$ cat src/rtl/ipsc_pkg.sv
// ----------------------------------------------------------------------------
// ipsc_pkg
// Types and constants shared by the inactivity power state controller.
// ----------------------------------------------------------------------------
package ipsc_pkg;

   localparam int unsigned TIME_WIDTH    = 32;
   localparam int unsigned ADC_WIDTH     = 12;
   localparam int unsigned PCT_WIDTH     = 7;
   localparam int unsigned MODE_WIDTH    = 2;
   localparam int unsigned CHARGE_WIDTH  = 2;
   localparam int unsigned CSR_IDX_WIDTH = 2;

   // power mode codes
   localparam logic [MODE_WIDTH-1:0] MODE_ACTIVE = 2'd0;
   localparam logic [MODE_WIDTH-1:0] MODE_IDLE   = 2'd1;
   localparam logic [MODE_WIDTH-1:0] MODE_SLEEP  = 2'd2;

   // charge status codes
   localparam logic [CHARGE_WIDTH-1:0] CHG_NONE     = 2'd0;
   localparam logic [CHARGE_WIDTH-1:0] CHG_CHARGING = 2'd1;
   localparam logic [CHARGE_WIDTH-1:0] CHG_CHARGED  = 2'd2;

   // request kinds
   localparam logic KIND_UPDATE   = 1'b0;
   localparam logic KIND_ACTIVITY = 1'b1;

   // configuration register indexes
   localparam logic [CSR_IDX_WIDTH-1:0] CSR_IDLE_TIMEOUT  = 2'd0;
   localparam logic [CSR_IDX_WIDTH-1:0] CSR_SLEEP_TIMEOUT = 2'd1;
   localparam logic [CSR_IDX_WIDTH-1:0] CSR_CHARGE_EN     = 2'd2;

   // configuration reset values
   localparam logic [TIME_WIDTH-1:0] IDLE_TIMEOUT_RESET  = 32'd30000;
   localparam logic [TIME_WIDTH-1:0] SLEEP_TIMEOUT_RESET = 32'd300000;
   localparam logic                  CHARGE_EN_RESET     = 1'b1;

   // battery conversion
   localparam logic [ADC_WIDTH-1:0] ADC_ZERO_LIMIT  = 12'd1986;
   localparam logic [ADC_WIDTH-1:0] ADC_FULL_LIMIT  = 12'd2607;
   localparam logic [PCT_WIDTH-1:0] PCT_FULL        = 7'd100;
   localparam logic [PCT_WIDTH-1:0] PCT_EMPTY       = 7'd0;
   localparam logic [PCT_WIDTH-1:0] CHARGED_PERCENT = 7'd95;

   typedef struct packed {
      logic                  kind;
      logic [TIME_WIDTH-1:0] time_ms;
      logic [ADC_WIDTH-1:0]  adc_sample;
      logic                  usb_pin_low;
      logic                  charge_pin_low;
   } req_type;

   typedef struct packed {
      logic [MODE_WIDTH-1:0]   power_mode;
      logic [PCT_WIDTH-1:0]    battery_percent;
      logic [CHARGE_WIDTH-1:0] charge_state;
      logic                    usb_present;
   } rsp_type;

endpackage

$ cat src/rtl/ipsc_battery.sv
// ----------------------------------------------------------------------------
// ipsc_battery
// Battery ADC sample to percent, and charge status from the new percent.
// ----------------------------------------------------------------------------
module ipsc_battery (
   input  logic [ipsc_pkg::ADC_WIDTH-1:0]    adc_sample,
   input  logic                              usb_pin_low,
   input  logic                              charge_pin_low,
   input  logic                              charge_enable,
   output logic [ipsc_pkg::PCT_WIDTH-1:0]    percent,
   output logic [ipsc_pkg::CHARGE_WIDTH-1:0] charge_state
);
   import ipsc_pkg::*;

   // 660*adc - 1310400 rewritten as 660*(adc - 1986) + 360
   localparam logic [18:0] PCT_SLOPE = 19'd660;
   localparam logic [18:0] PCT_BIAS  = 19'd360;

   logic [ADC_WIDTH-1:0] adc_offset;
   logic [18:0]          scaled;
   logic [19:0]          recip_sum;
   logic [PCT_WIDTH-1:0] pct_linear;

   assign adc_offset = adc_sample - ADC_ZERO_LIMIT;
   assign scaled     = {9'd0, adc_offset[9:0]} * PCT_SLOPE + PCT_BIAS;

   // divide by 4095: exact for quotients up to 127, the most that the 7-bit result holds
   assign recip_sum  = {1'b0, scaled} + {13'd0, scaled[18:12]} + 20'd1;
   assign pct_linear = recip_sum[18:12];

   always_comb begin
      if (adc_sample < ADC_ZERO_LIMIT) begin
         percent = PCT_EMPTY;
      end else if (adc_sample >= ADC_FULL_LIMIT) begin
         percent = PCT_FULL;
      end else begin
         percent = pct_linear;
      end
   end

   always_comb begin
      if (!usb_pin_low) begin
         charge_state = CHG_NONE;
      end else if (charge_pin_low && charge_enable) begin
         charge_state = CHG_CHARGING;
      end else if (percent >= CHARGED_PERCENT) begin
         charge_state = CHG_CHARGED;
      end else begin
         charge_state = CHG_NONE;
      end
   end

endmodule

$ cat src/rtl/inactivity_power_state_controller.sv
// ----------------------------------------------------------------------------
// inactivity_power_state_controller
// Power manager: inactivity timeouts move the mode from active to idle to
// sleep, activity requests wake it, and update requests refresh the battery
// percent, USB presence and charge status. One request is taken per clock
// cycle while the input register is empty or the response register is free
// or draining; each gives one response via the input register and then the
// response register, with mode and battery state updated in the single step
// between them. A stalled response holds only the input register's request.
// ----------------------------------------------------------------------------
module inactivity_power_state_controller (
   input  logic                                 clock,
   input  logic                                 reset,
   input  logic                                 req_valid,
   output logic                                 req_ready,
   input  ipsc_pkg::req_type                    req_data,
   output logic                                 rsp_valid,
   input  logic                                 rsp_ready,
   output ipsc_pkg::rsp_type                    rsp_data,
   input  logic                                 csr_we,
   input  logic [ipsc_pkg::CSR_IDX_WIDTH-1:0]   csr_index,
   input  logic [ipsc_pkg::TIME_WIDTH-1:0]      csr_wdata
);
   import ipsc_pkg::*;

   // configuration
   logic [TIME_WIDTH-1:0] idle_timeout_ff;
   logic [TIME_WIDTH-1:0] sleep_timeout_ff;
   logic                  charge_en_ff;

   // pipeline
   logic    in_valid_ff;
   req_type in_ff;
   logic    rsp_valid_ff;
   rsp_type rsp_ff;
   logic    advance;
   logic    fire;

   // block state
   logic [MODE_WIDTH-1:0]   mode_ff, mode_in;
   logic [TIME_WIDTH-1:0]   last_act_ff, last_act_in;
   logic [PCT_WIDTH-1:0]    pct_ff, pct_in;
   logic [CHARGE_WIDTH-1:0] charge_ff, charge_in;
   logic                    usb_ff, usb_in;

   logic [PCT_WIDTH-1:0]    new_pct;
   logic [CHARGE_WIDTH-1:0] new_charge;
   logic [TIME_WIDTH-1:0]   elapsed;

   // Advance the input register whenever the response register is free or
   // being drained this cycle.
   assign advance   = !rsp_valid_ff || rsp_ready;
   assign fire      = in_valid_ff && advance;
   assign req_ready = !in_valid_ff || advance;
   assign rsp_valid = rsp_valid_ff;
   assign rsp_data  = rsp_ff;

   // Configuration writes; indexes beyond the list are dropped.
   always_ff @(posedge clock) begin
      if (reset) begin
         idle_timeout_ff  <= IDLE_TIMEOUT_RESET;
         sleep_timeout_ff <= SLEEP_TIMEOUT_RESET;
         charge_en_ff     <= CHARGE_EN_RESET;
      end else if (csr_we) begin
         case (csr_index)
            CSR_IDLE_TIMEOUT:  idle_timeout_ff  <= csr_wdata;
            CSR_SLEEP_TIMEOUT: sleep_timeout_ff <= csr_wdata;
            CSR_CHARGE_EN:     charge_en_ff     <= csr_wdata[0];
            default: begin
            end
         endcase
      end
   end

   // Battery conversion and charge status for the held request.
   ipsc_battery u_battery (
      .adc_sample     (in_ff.adc_sample),
      .usb_pin_low    (in_ff.usb_pin_low),
      .charge_pin_low (in_ff.charge_pin_low),
      .charge_enable  (charge_en_ff),
      .percent        (new_pct),
      .charge_state   (new_charge)
   );

   // Wrapping inactivity time, used as is when the clock runs backwards.
   assign elapsed = in_ff.time_ms - last_act_ff;

   always_comb begin
      mode_in     = mode_ff;
      last_act_in = last_act_ff;
      pct_in      = pct_ff;
      charge_in   = charge_ff;
      usb_in      = usb_ff;
      if (in_ff.kind == KIND_ACTIVITY) begin
         // record activity; only sleep is woken, idle stays idle
         last_act_in = in_ff.time_ms;
         if (mode_ff == MODE_SLEEP) begin
            mode_in = MODE_ACTIVE;
         end
      end else begin
         pct_in    = new_pct;
         charge_in = new_charge;
         usb_in    = in_ff.usb_pin_low;
         case (mode_ff)
            MODE_ACTIVE: begin
               if (elapsed > idle_timeout_ff) begin
                  mode_in = MODE_IDLE;
               end
            end
            MODE_IDLE: begin
               if (elapsed > sleep_timeout_ff) begin
                  mode_in = MODE_SLEEP;
               end
            end
            default: begin
               // sleep holds; the unused code holds as well
            end
         endcase
      end
   end

   // Control and state registers.
   always_ff @(posedge clock) begin
      if (reset) begin
         in_valid_ff  <= 1'b0;
         rsp_valid_ff <= 1'b0;
         mode_ff      <= MODE_ACTIVE;
         last_act_ff  <= '0;
         pct_ff       <= PCT_FULL;
         charge_ff    <= CHG_NONE;
         usb_ff       <= 1'b0;
      end else begin
         if (req_ready) begin
            in_valid_ff <= req_valid;
         end
         if (advance) begin
            rsp_valid_ff <= in_valid_ff;
         end
         if (fire) begin
            mode_ff     <= mode_in;
            last_act_ff <= last_act_in;
            pct_ff      <= pct_in;
            charge_ff   <= charge_in;
            usb_ff      <= usb_in;
         end
      end
   end

   // Payload registers: capture on acceptance, hold while stalled.
   always_ff @(posedge clock) begin
      if (req_valid && req_ready) begin
         in_ff <= req_data;
      end
      if (fire) begin
         rsp_ff.power_mode      <= mode_in;
         rsp_ff.battery_percent <= pct_in;
         rsp_ff.charge_state    <= charge_in;
         rsp_ff.usb_present     <= usb_in;
      end
   end

`ifndef SYNTHESIS
   // A response appears only from a request held in the input register.
   a_rsp_from_request: assert property (@(posedge clock) disable iff (reset)
      $rose(rsp_valid_ff) |-> $past(in_valid_ff))
      else $error("response raised without a held request");

   // An activity request never leaves the block asleep.
   a_activity_wakes: assert property (@(posedge clock) disable iff (reset)
      (fire && in_ff.kind == KIND_ACTIVITY) |=> mode_ff != MODE_SLEEP)
      else $error("activity request left the mode asleep");

   // Charged needs USB and a high enough percent.
   a_charged_consistent: assert property (@(posedge clock) disable iff (reset)
      (rsp_valid_ff && rsp_ff.charge_state == CHG_CHARGED) |->
         (rsp_ff.usb_present && rsp_ff.battery_percent >= CHARGED_PERCENT))
      else $error("charged status without USB or full enough battery");

   // Percent never leaves its range.
   a_percent_range: assert property (@(posedge clock) disable iff (reset)
      rsp_valid_ff |-> rsp_ff.battery_percent <= PCT_FULL)
      else $error("battery percent above full scale");
`endif

endmodule
$ cat config.mk
export PLATFORM = sky130hd
export DESIGN_NAME = inactivity_power_state_controller
export DESIGN_NICKNAME = d
export VERILOG_FILES = /design/src/rtl/ipsc_pkg.sv /design/src/rtl/ipsc_battery.sv /design/src/rtl/inactivity_power_state_controller.sv
export SDC_FILE = /design/constraint.sdc
export NUM_CORES = 1
export LEC_CHECK = 0
export BUFFER_PORTS_ARGS = -buffer_cell sky130_fd_sc_hd__buf_2
export CAP_MARGIN = 20
export CORE_UTILIZATION = 55
export CTS_CLUSTER_SIZE = 24
export DETAILED_ROUTE_END_ITERATION = 6
export HOLD_SLACK_MARGIN = 0.15
export PLACE_DENSITY = 0.85
export SETUP_SLACK_MARGIN = 0.1
export SLEW_MARGIN = 20
export SYNTH_ARGS = -nofsm -noshare
export SYNTH_HDL_FRONTEND = slang
export SYNTH_HIERARCHICAL = 1
export SYNTH_SLANG_ARGS = --single-unit
$ cat constraint.sdc
create_clock -name clock -period 6.4 [get_ports clock]
set_clock_uncertainty 0.15 [all_clocks]
set_input_delay 0.32 -clock clock [delete_from_list [all_inputs] [get_ports clock]]
set_output_delay 0.32 -clock clock [all_outputs]
set_load 0.02 [all_outputs]
## Word-level counts from Yosys, hierarchy flattened

Index checks and enable logic that the tools add are counted.

| cells by class | value |
|---|---|
| add/subtract/negate cells | 5 |
| mux-type cells | 13 |
| $mul | 1 |
| reduce and logical (&&, ||, !) cells | 13 |
| equal/unequal tests | 4 |
| order comparisons | 5 |

Operators by type and width:

| kind | count |
|---|---|
| > comparator 32 bit | 2 |
| subtractor 32 bit | 1 |
| 2-to-1 mux 7 bit | 3 |
| adder 19 x 1 -> 19 bit (second input constant) | 1 |
| adder 19 x 7 -> 19 bit | 1 |
| adder 19 x 9 -> 19 bit (second input constant) | 1 |
| multiplier 10 x 8 -> 17 bit (second input constant) | 1 |
| 2-to-1 mux 2 bit | 8 |
| greater-or-equal comparator 12 bit (second input constant) | 1 |
| less-than comparator 12 x 11 -> 1 bit (second input constant) | 1 |
| subtractor 10 bit (second input constant) | 1 |
| AND reduction 2 bit | 4 |
| greater-or-equal comparator 7 bit (second input constant) | 1 |
| equality test 2 x 1 -> 1 bit (second input constant) | 2 |
| equality test 2 bit (second input constant) | 2 |
| zero test 2 bit | 2 |
| one-hot mux 2 bit (2 select lines) | 1 |
| logical AND 1 bit | 3 |
| zero test 1 bit | 2 |
| logical OR 1 bit | 2 |
| 2-to-1 mux 1 bit | 1 |

| word-level totals | value |
|---|---|
| output and inout bits | 14 |
| input bits | 86 |
| flip-flop bits (word level) | 170 |
| word-level logic and storage cells | 60 |

## Longest topological paths before layout

| depth | value |
|---|---|
| depth after elaboration | 12 |
| gate-level depth with buffers | 33 |
| gate-level depth less buffers | 32 |

## Modules after synthesis

The synthesis kept the hierarchy.

By module, submodules not included:

| module | area an instance (um^2) | sequential area each (um^2) | cells an instance | instances |
|---|---|---|---|---|
| inactivity_power_state_controller | 9049.9 | 3993.8 | 998 | 1 |
| ipsc_battery | 2301.0 | 0.0 | 280 | 1 |

## Least setup slack after synthesis

No wires, ideal clock.

| timing path | value |
|---|---|
| path kind | reg-to-reg |
| start point | register in_ff[3] (netlist name) |
| end point | register pct_ff[6] |
| buffers on the path | 1 |
| setup time | 0.130 ns |
| setup slack | -0.615 ns |
| required time | 6.120 ns |
| clock period less this slack | 7.015 ns |
| cell stages (with the launch flop) | 33 |
| data arrival time | 6.736 ns |
| cell sequence | edfxtp_1 -> inv_1 -> ha_1 -> xor2_1 -> ha_1 -> fa_1 -> inv_1 -> fa_1 -> inv_1 -> ha_1 -> ha_1 -> buf_4 -> a21o_1 -> a21oi_1 -> o221a_1 -> a311oi_2 -> nor4_2 -> and2_1 -> nand2_1 -> xnor2_1 -> ha_1 -> a21o_1 -> a21oi_1 -> a21o_1 -> nor3_1 -> o31a_1 -> and3_4 -> nand3_1 -> xor2_1 -> a21oi_1 -> mux2_2 -> mux2i_1 -> nand2_1 |

| on the way | value |
|---|---|
| longest elaborated chain between the ends | 8 |
| elaborated cells on any way between the ends | 10 |
| those cells by class | 4 x add/sub; 1 x mul; 2 x order compare; 3 x mux |

Ends and longest elaborated chain:

| element | line | RTL |
|---|---|---|
| start, declared | inactivity_power_state_controller.sv:33 | `req_type in_ff;` |
| start signal, assigned | inactivity_power_state_controller.sv:152 | `in_ff <= req_data;` |
| subtractor 10 bit | ipsc_battery.sv:24 | `assign adc_offset = adc_sample - ADC_ZERO_LIMIT;` |
| multiplier 10 x 8 -> 17 bit | ipsc_battery.sv:25 | `assign scaled = {9'd0, adc_offset[9:0]} * PCT_SLOPE + PCT_BIAS;` |
| adder 19 x 9 -> 19 bit | ipsc_battery.sv:25 |  |
| adder 19 x 7 -> 19 bit | ipsc_battery.sv:28 | `assign recip_sum = {1'b0, scaled} + {13'd0, scaled[18:12]} + 20'd1;` |
| adder 19 x 1 -> 19 bit | ipsc_battery.sv:28 |  |
| 2-to-1 mux 7 bit | ipsc_battery.sv:34 | `end else if (adc_sample >= ADC_FULL_LIMIT) begin` |
| 2-to-1 mux 7 bit * | ipsc_battery.sv:32 | `if (adc_sample < ADC_ZERO_LIMIT) begin` |
| net new_pct[6] | inactivity_power_state_controller.sv:46 | `logic [PCT_WIDTH-1:0] new_pct;` |
| 2-to-1 mux 7 bit * | inactivity_power_state_controller.sv:94 | `if (in_ff.kind == KIND_ACTIVITY) begin` |
| net pct_in[6] | inactivity_power_state_controller.sv:42 | `logic [PCT_WIDTH-1:0] pct_ff, pct_in;` |
| end signal, assigned | inactivity_power_state_controller.sv:142 | `pct_ff <= pct_in;` |
| end, declared | inactivity_power_state_controller.sv:42 |  |

Mark *: on every way through the listed nets, which the timed path passes. The rest lies on a longest branch.
A chain may end at the register's enable or synchronous reset.

## Worst setup path after layout

| timing path | value |
|---|---|
| start point | register in_ff[4] (netlist name) |
| end point | register charge_ff[1] |

| on the way | value |
|---|---|
| longest elaborated chain between the ends | 12 |
| elaborated cells on any way between the ends | 14 |
| those cells by class | 4 x add/sub; 1 x mul; 3 x order compare; 6 x mux |

Ends and longest elaborated chain:

| element | line | RTL |
|---|---|---|
| subtractor 10 bit | ipsc_battery.sv:24 |  |
| multiplier 10 x 8 -> 17 bit | ipsc_battery.sv:25 |  |
| adder 19 x 9 -> 19 bit | ipsc_battery.sv:25 |  |
| adder 19 x 7 -> 19 bit | ipsc_battery.sv:28 |  |
| adder 19 x 1 -> 19 bit | ipsc_battery.sv:28 |  |
| 2-to-1 mux 7 bit | ipsc_battery.sv:34 |  |
| 2-to-1 mux 7 bit * | ipsc_battery.sv:32 |  |
| greater-or-equal comparator 7 bit * | ipsc_battery.sv:46 | `end else if (percent >= CHARGED_PERCENT) begin` |
| 2-to-1 mux 2 bit * | ipsc_battery.sv:46 |  |
| 2-to-1 mux 2 bit * | ipsc_battery.sv:44 | `end else if (charge_pin_low && charge_enable) begin` |
| 2-to-1 mux 2 bit * | ipsc_battery.sv:42 | `if (!usb_pin_low) begin` |
| net new_charge[1] | inactivity_power_state_controller.sv:47 | `logic [CHARGE_WIDTH-1:0] new_charge;` |
| 2-to-1 mux 2 bit * | inactivity_power_state_controller.sv:94 |  |
| net charge_in[1] | inactivity_power_state_controller.sv:43 | `logic [CHARGE_WIDTH-1:0] charge_ff, charge_in;` |
| end signal, assigned | inactivity_power_state_controller.sv:143 | `charge_ff <= charge_in;` |
| end, declared | inactivity_power_state_controller.sv:43 |  |

Marked as above.

==> results list <==
- Relative slew margins: 0.271
- The min-delay analysis places its worst path in the category in2reg.
- On the critical path, the stage with the largest delay is an instance of sky130_fd_sc_hd__edfxtp_1.
* Cell accounting for the most synthesized area: sky130_fd_sc_hd__dfxtp_1
* Routability-driven placement congestion ratio: 0.903
- CTS tree: built
- Along the worst path, the maximum fanout reaches 4.
- Depth of the worst hold-timing path: 4
- Slew @ Worst Pin: around 1.1 ns
- Dividing the detail-routed via count by the number of cells gives about 6.
* Number of hold-slack violations in the final timing report: 0
- From synthesis to final layout, the design area changed by 28.2%.
- For the worst setup path, the data required time is roughly 6.6 ns.
- For this run, the top clock speed supported by timing is 144 MHz.
- Setup repair after global routing could not meet its margin everywhere.
* Initial core utilization: 0.561
* Post-Syn Area per Cell: 8.88 um2
- Post-detail-place hpwl: around 20 mm
- Crit path largest cell delay: approximately 0.44 ns
- Most frequent cell after synthesis: sky130_fd_sc_hd__nand2_1
- Across every metal layer, demand over resource in global routing totals 0.286.
- Proportion of synthesized chip area in sequential cells: 0.352
- Synth warn: 6
* Number of flops mapped to enable cells by yosys: about 60
- STA classifies the critical path startpoint as a flop.
- Number of top-level pins: 100
- The startpoint identified for the worst register-to-register timing path is in_ff[4]$_DFFE_PP_.
- Pleak: between 0.006 and 0.007 uW
- The filler cells instantiated in the layout total approximately 1.4k.
* Total Negative Setup Slacks: -4.48 ns
- Clock tree synthesis inserted a total of 17 buffers.
- In the final layout, the share of cells above drive strength 1 is 0.204.
- Vias after detailed routing: around 11k
- After detailed routing, the average wire length per cell comes to around 18 um.
* Mapped Cells: 1278
- Floorplan die width: approximately 150 um
- Drt initial violations: around 1.2k
- Post-layout nets: about 1.8k
- The region available for standard cell placement spans a little over 20000 um2.
- I/O Buffers: between 90 and 100
* Vert. Die Dim: roughly 150 um
- Worst flop-to-flop path endpoint: charge_ff[1]$_SDFFE_PP0P_
* Count of distinct cell types in the synthesized netlist: 84
- Post-route worst hold slack: 0.189 ns
- The worst setup path is captured at a flop.
* Netlist area before placement: 11400 um2
- Ranked by instance count, the synthesized netlist is headed by sky130_fd_sc_hd__nand2_1, sky130_fd_sc_hd__ha_1, sky130_fd_sc_hd__a21oi_1, sky130_fd_sc_hd__inv_1, sky130_fd_sc_hd__dfxtp_1.
* Yosys reg bits: 170
- Summed over all layers, the global routing overflow is 0.
* Detailed-router iteration count before antenna repair: 7
- Global-route wire length before repair: between 40 and 50 mm
* Number of buffers on the longest clock path: 2
* Worst reg-to-reg path cell count: 32
- The worst setup path is of the reg2reg kind.
- The initial antenna violation count was 0.
- Via count of the first global-routing pass: 10.2k
* Number of maximum-capacitance violations: 0
* Setup Slack @ Placement: -0.343 ns
- Overall die area: between 20000 and 25000 um2
- For this run, design rule violations remaining after detail routing come to 1.
* Top_reg_cell synth: sky130_fd_sc_hd__dfxtp_1
- Antenna cells: 0
- Data arrival, critical path: 7.17 ns
* Smallest setup slack after layout: -0.549 ns
* Clock H-tree levels: 4
* Violations in the final reports: design-rule violations, negative setup slack
* Pin count of the biggest net entering global routing: between 90 and 100
- Reg2reg setup slack: -0.55 ns
- For this design, the sink count on the clock tree is 170.
- End point of the most critical hold path: charge_en_ff$_SDFFE_PP1P_
- By area the synthesized netlist is led by sky130_fd_sc_hd__dfxtp_1, sky130_fd_sc_hd__ha_1, sky130_fd_sc_hd__edfxtp_1.
- Slew Limit Fails: 0
- Share of the core filled with cells in the final layout: 0.719
* Synth top area share: 0.196
- Power spread over the standard cell area amounts to about 360 nW/um2.
- Share of the cycle needed by the critical path after routing: 1.09
* Min Tclk post-route: 6.95 ns
* Remaining antenna violation count after routing: 0
* Net count after synthesis: between 1.5k and 2k
- After detailed routing, the total wire length is 32.1 mm.
- Asr flop ratio synth: 0
- Clk Tree Root Cell: sky130_fd_sc_hd__clkbuf_16
- The flow ran to the end, but the final reports show violations.
- Final number of setup-violating endpoints: 14
- Clk Latency, worst-skew pair: 0.46 ns
- Clk slew on worst S/H paths: 0.07 ns
- Std-Cell Rows: 52
- Launch point of the worst hold path: csr_index[1]
* Peak ir drop on the vdd network: between 0.2 and 0.3 mV
## sequential cells by signal (all words and copies together) (netlist names), 2 cells and up
register and flops:
pct_ff 7, mode_ff 2, idle_timeout_ff 32, in_ff 47
sleep_timeout_ff 32, rsp_data 12, last_act_ff 32, charge_ff 2
## where the power goes
part	internal [uW]	leakage [uW]	total [uW]	switching, uW
combinational	1360	0.00435	2960	1600
clock	573	0.000285	1070	496
sequential	1180	0.00148	1210	32.9
## repair_timing
item | 4_1_cts | 5_1_grt
setup buffers | 12 | 9
endpoints found under the hold margin | 114 | 0
hold buffers | 82 | 0
gates resized for setup | 18 | 36
endpoints found under the setup margin | 15 | 16
pin swaps | 31 | 16
## layer usage
metal / vias to the layer above / routed length, um / global-route usage
li1: 4932 / - / -
met1: 4980 / 13400 / 0.368
met2: 563 / 15100 / 0.464
met3: 134 / 2290 / 0.0505
met4: 0 / 1360 / 0.139
met5: - / 0 / 0
## cell usage in the layout (no fill, tap or decap), types with 11 or more instances in the layout
cell / Yosys / routed
sky130_fd_sc_hd__ha_1: 149 / 137
sky130_fd_sc_hd__a21oi_1: 140 / 133
sky130_fd_sc_hd__nor2b_1: 13 / 12
sky130_fd_sc_hd__buf_2: 2 / 99
sky130_fd_sc_hd__nor2_1: 45 / 45
sky130_fd_sc_hd__inv_1: 136 / 132
sky130_fd_sc_hd__nor3_1: 19 / 13
sky130_fd_sc_hd__buf_4: 3 / 78
sky130_fd_sc_hd__a21o_1: 43 / 43
sky130_fd_sc_hd__clkbuf_16: 0 / 18
sky130_fd_sc_hd__o21ai_0: 21 / 19
sky130_fd_sc_hd__dlygate4sd3_1: 0 / 82
sky130_fd_sc_hd__nand4_1: 21 / 21
sky130_fd_sc_hd__edfxtp_1: 59 / 59
sky130_fd_sc_hd__xor2_1: 22 / 16
sky130_fd_sc_hd__nand3_1: 12 / 11
sky130_fd_sc_hd__o211ai_1: 22 / 22
sky130_fd_sc_hd__nand2_1: 213 / 212
sky130_fd_sc_hd__mux2i_1: 13 / 13
sky130_fd_sc_hd__dfxtp_1: 111 / 111
sky130_fd_sc_hd__xnor2_1: 34 / 27
## worst max-delay path: cells and delay by family (launching register included)
| family | cells | cell delay, ns |
|---|---|---|
| AO/OA/AOI/OAI | 7 | 1.24 |
| flip-flops | 1 | 0.44 |
| AND/OR/NAND/NOR | 10 | 1.86 |
| multiplexers | 2 | 0.25 |
| buffers and inverters | 5 | 0.62 |
| XOR/XNOR | 3 | 0.72 |
| adder cells (fa/ha/maj) | 5 | 1.58 |
## cell families (layout without fill, tap and decap cells)
logic type	after synthesis	in the layout	synth area share
simple gates	376	376	0.152
compound gates	310	310	0.184
mux	23	23	0.0214
xor+xnor	58	58	0.0461
flops	170	170	0.352
buf+inv	182	431	0.0627
fa+ha+maj	159	159	0.182
## worst max-delay path by stage
stage	start	endpoint	slack, ns
after floorplan	in_ff[3]$_DFFE_PP_	charge_ff[1]$_SDFFE_PP0P_	-0.21
after global placement	in_ff[3]$_DFFE_PP_	charge_ff[1]$_SDFFE_PP0P_	-0.11
after detailed placement	in_ff[4]$_DFFE_PP_	charge_ff[1]$_SDFFE_PP0P_	-0.34
after CTS	in_ff[3]$_DFFE_PP_	charge_ff[1]$_SDFFE_PP0P_	-0.24
after global routing	in_ff[4]$_DFFE_PP_	charge_ff[1]$_SDFFE_PP0P_	-0.79
final	in_ff[4]$_DFFE_PP_	charge_ff[1]$_SDFFE_PP0P_	-0.55
## cell type report
type                            count  area [um2]  share of cell area
Clock buffer                       18         450              0.0310
Clock inverter                     14         150              0.0103
Inverter                          136         510              0.0351
Multi-Input combinational cell    926        7140               0.491
Sequential cell                   170        3990               0.274
Tap cell                          270         338              0.0232
Timing Repair Buffer              263        1960               0.135
## through the flow
| stage | instance area [um2] | total power, uW | std cells |
|---|---|---|---|
| detailed placement | 12600 | 3470 | 1662 |
| global route | 14600 | 5440 | 1797 |
| CTS | 14200 | 4750 | 1788 |
| floorplan | 11500 | 2760 | 1278 |
| finish | 14600 | 5240 | 1797 |
| global placement | 12600 | 3390 | 1661 |
Note: power is estimated with default switching activity, not from simulation.
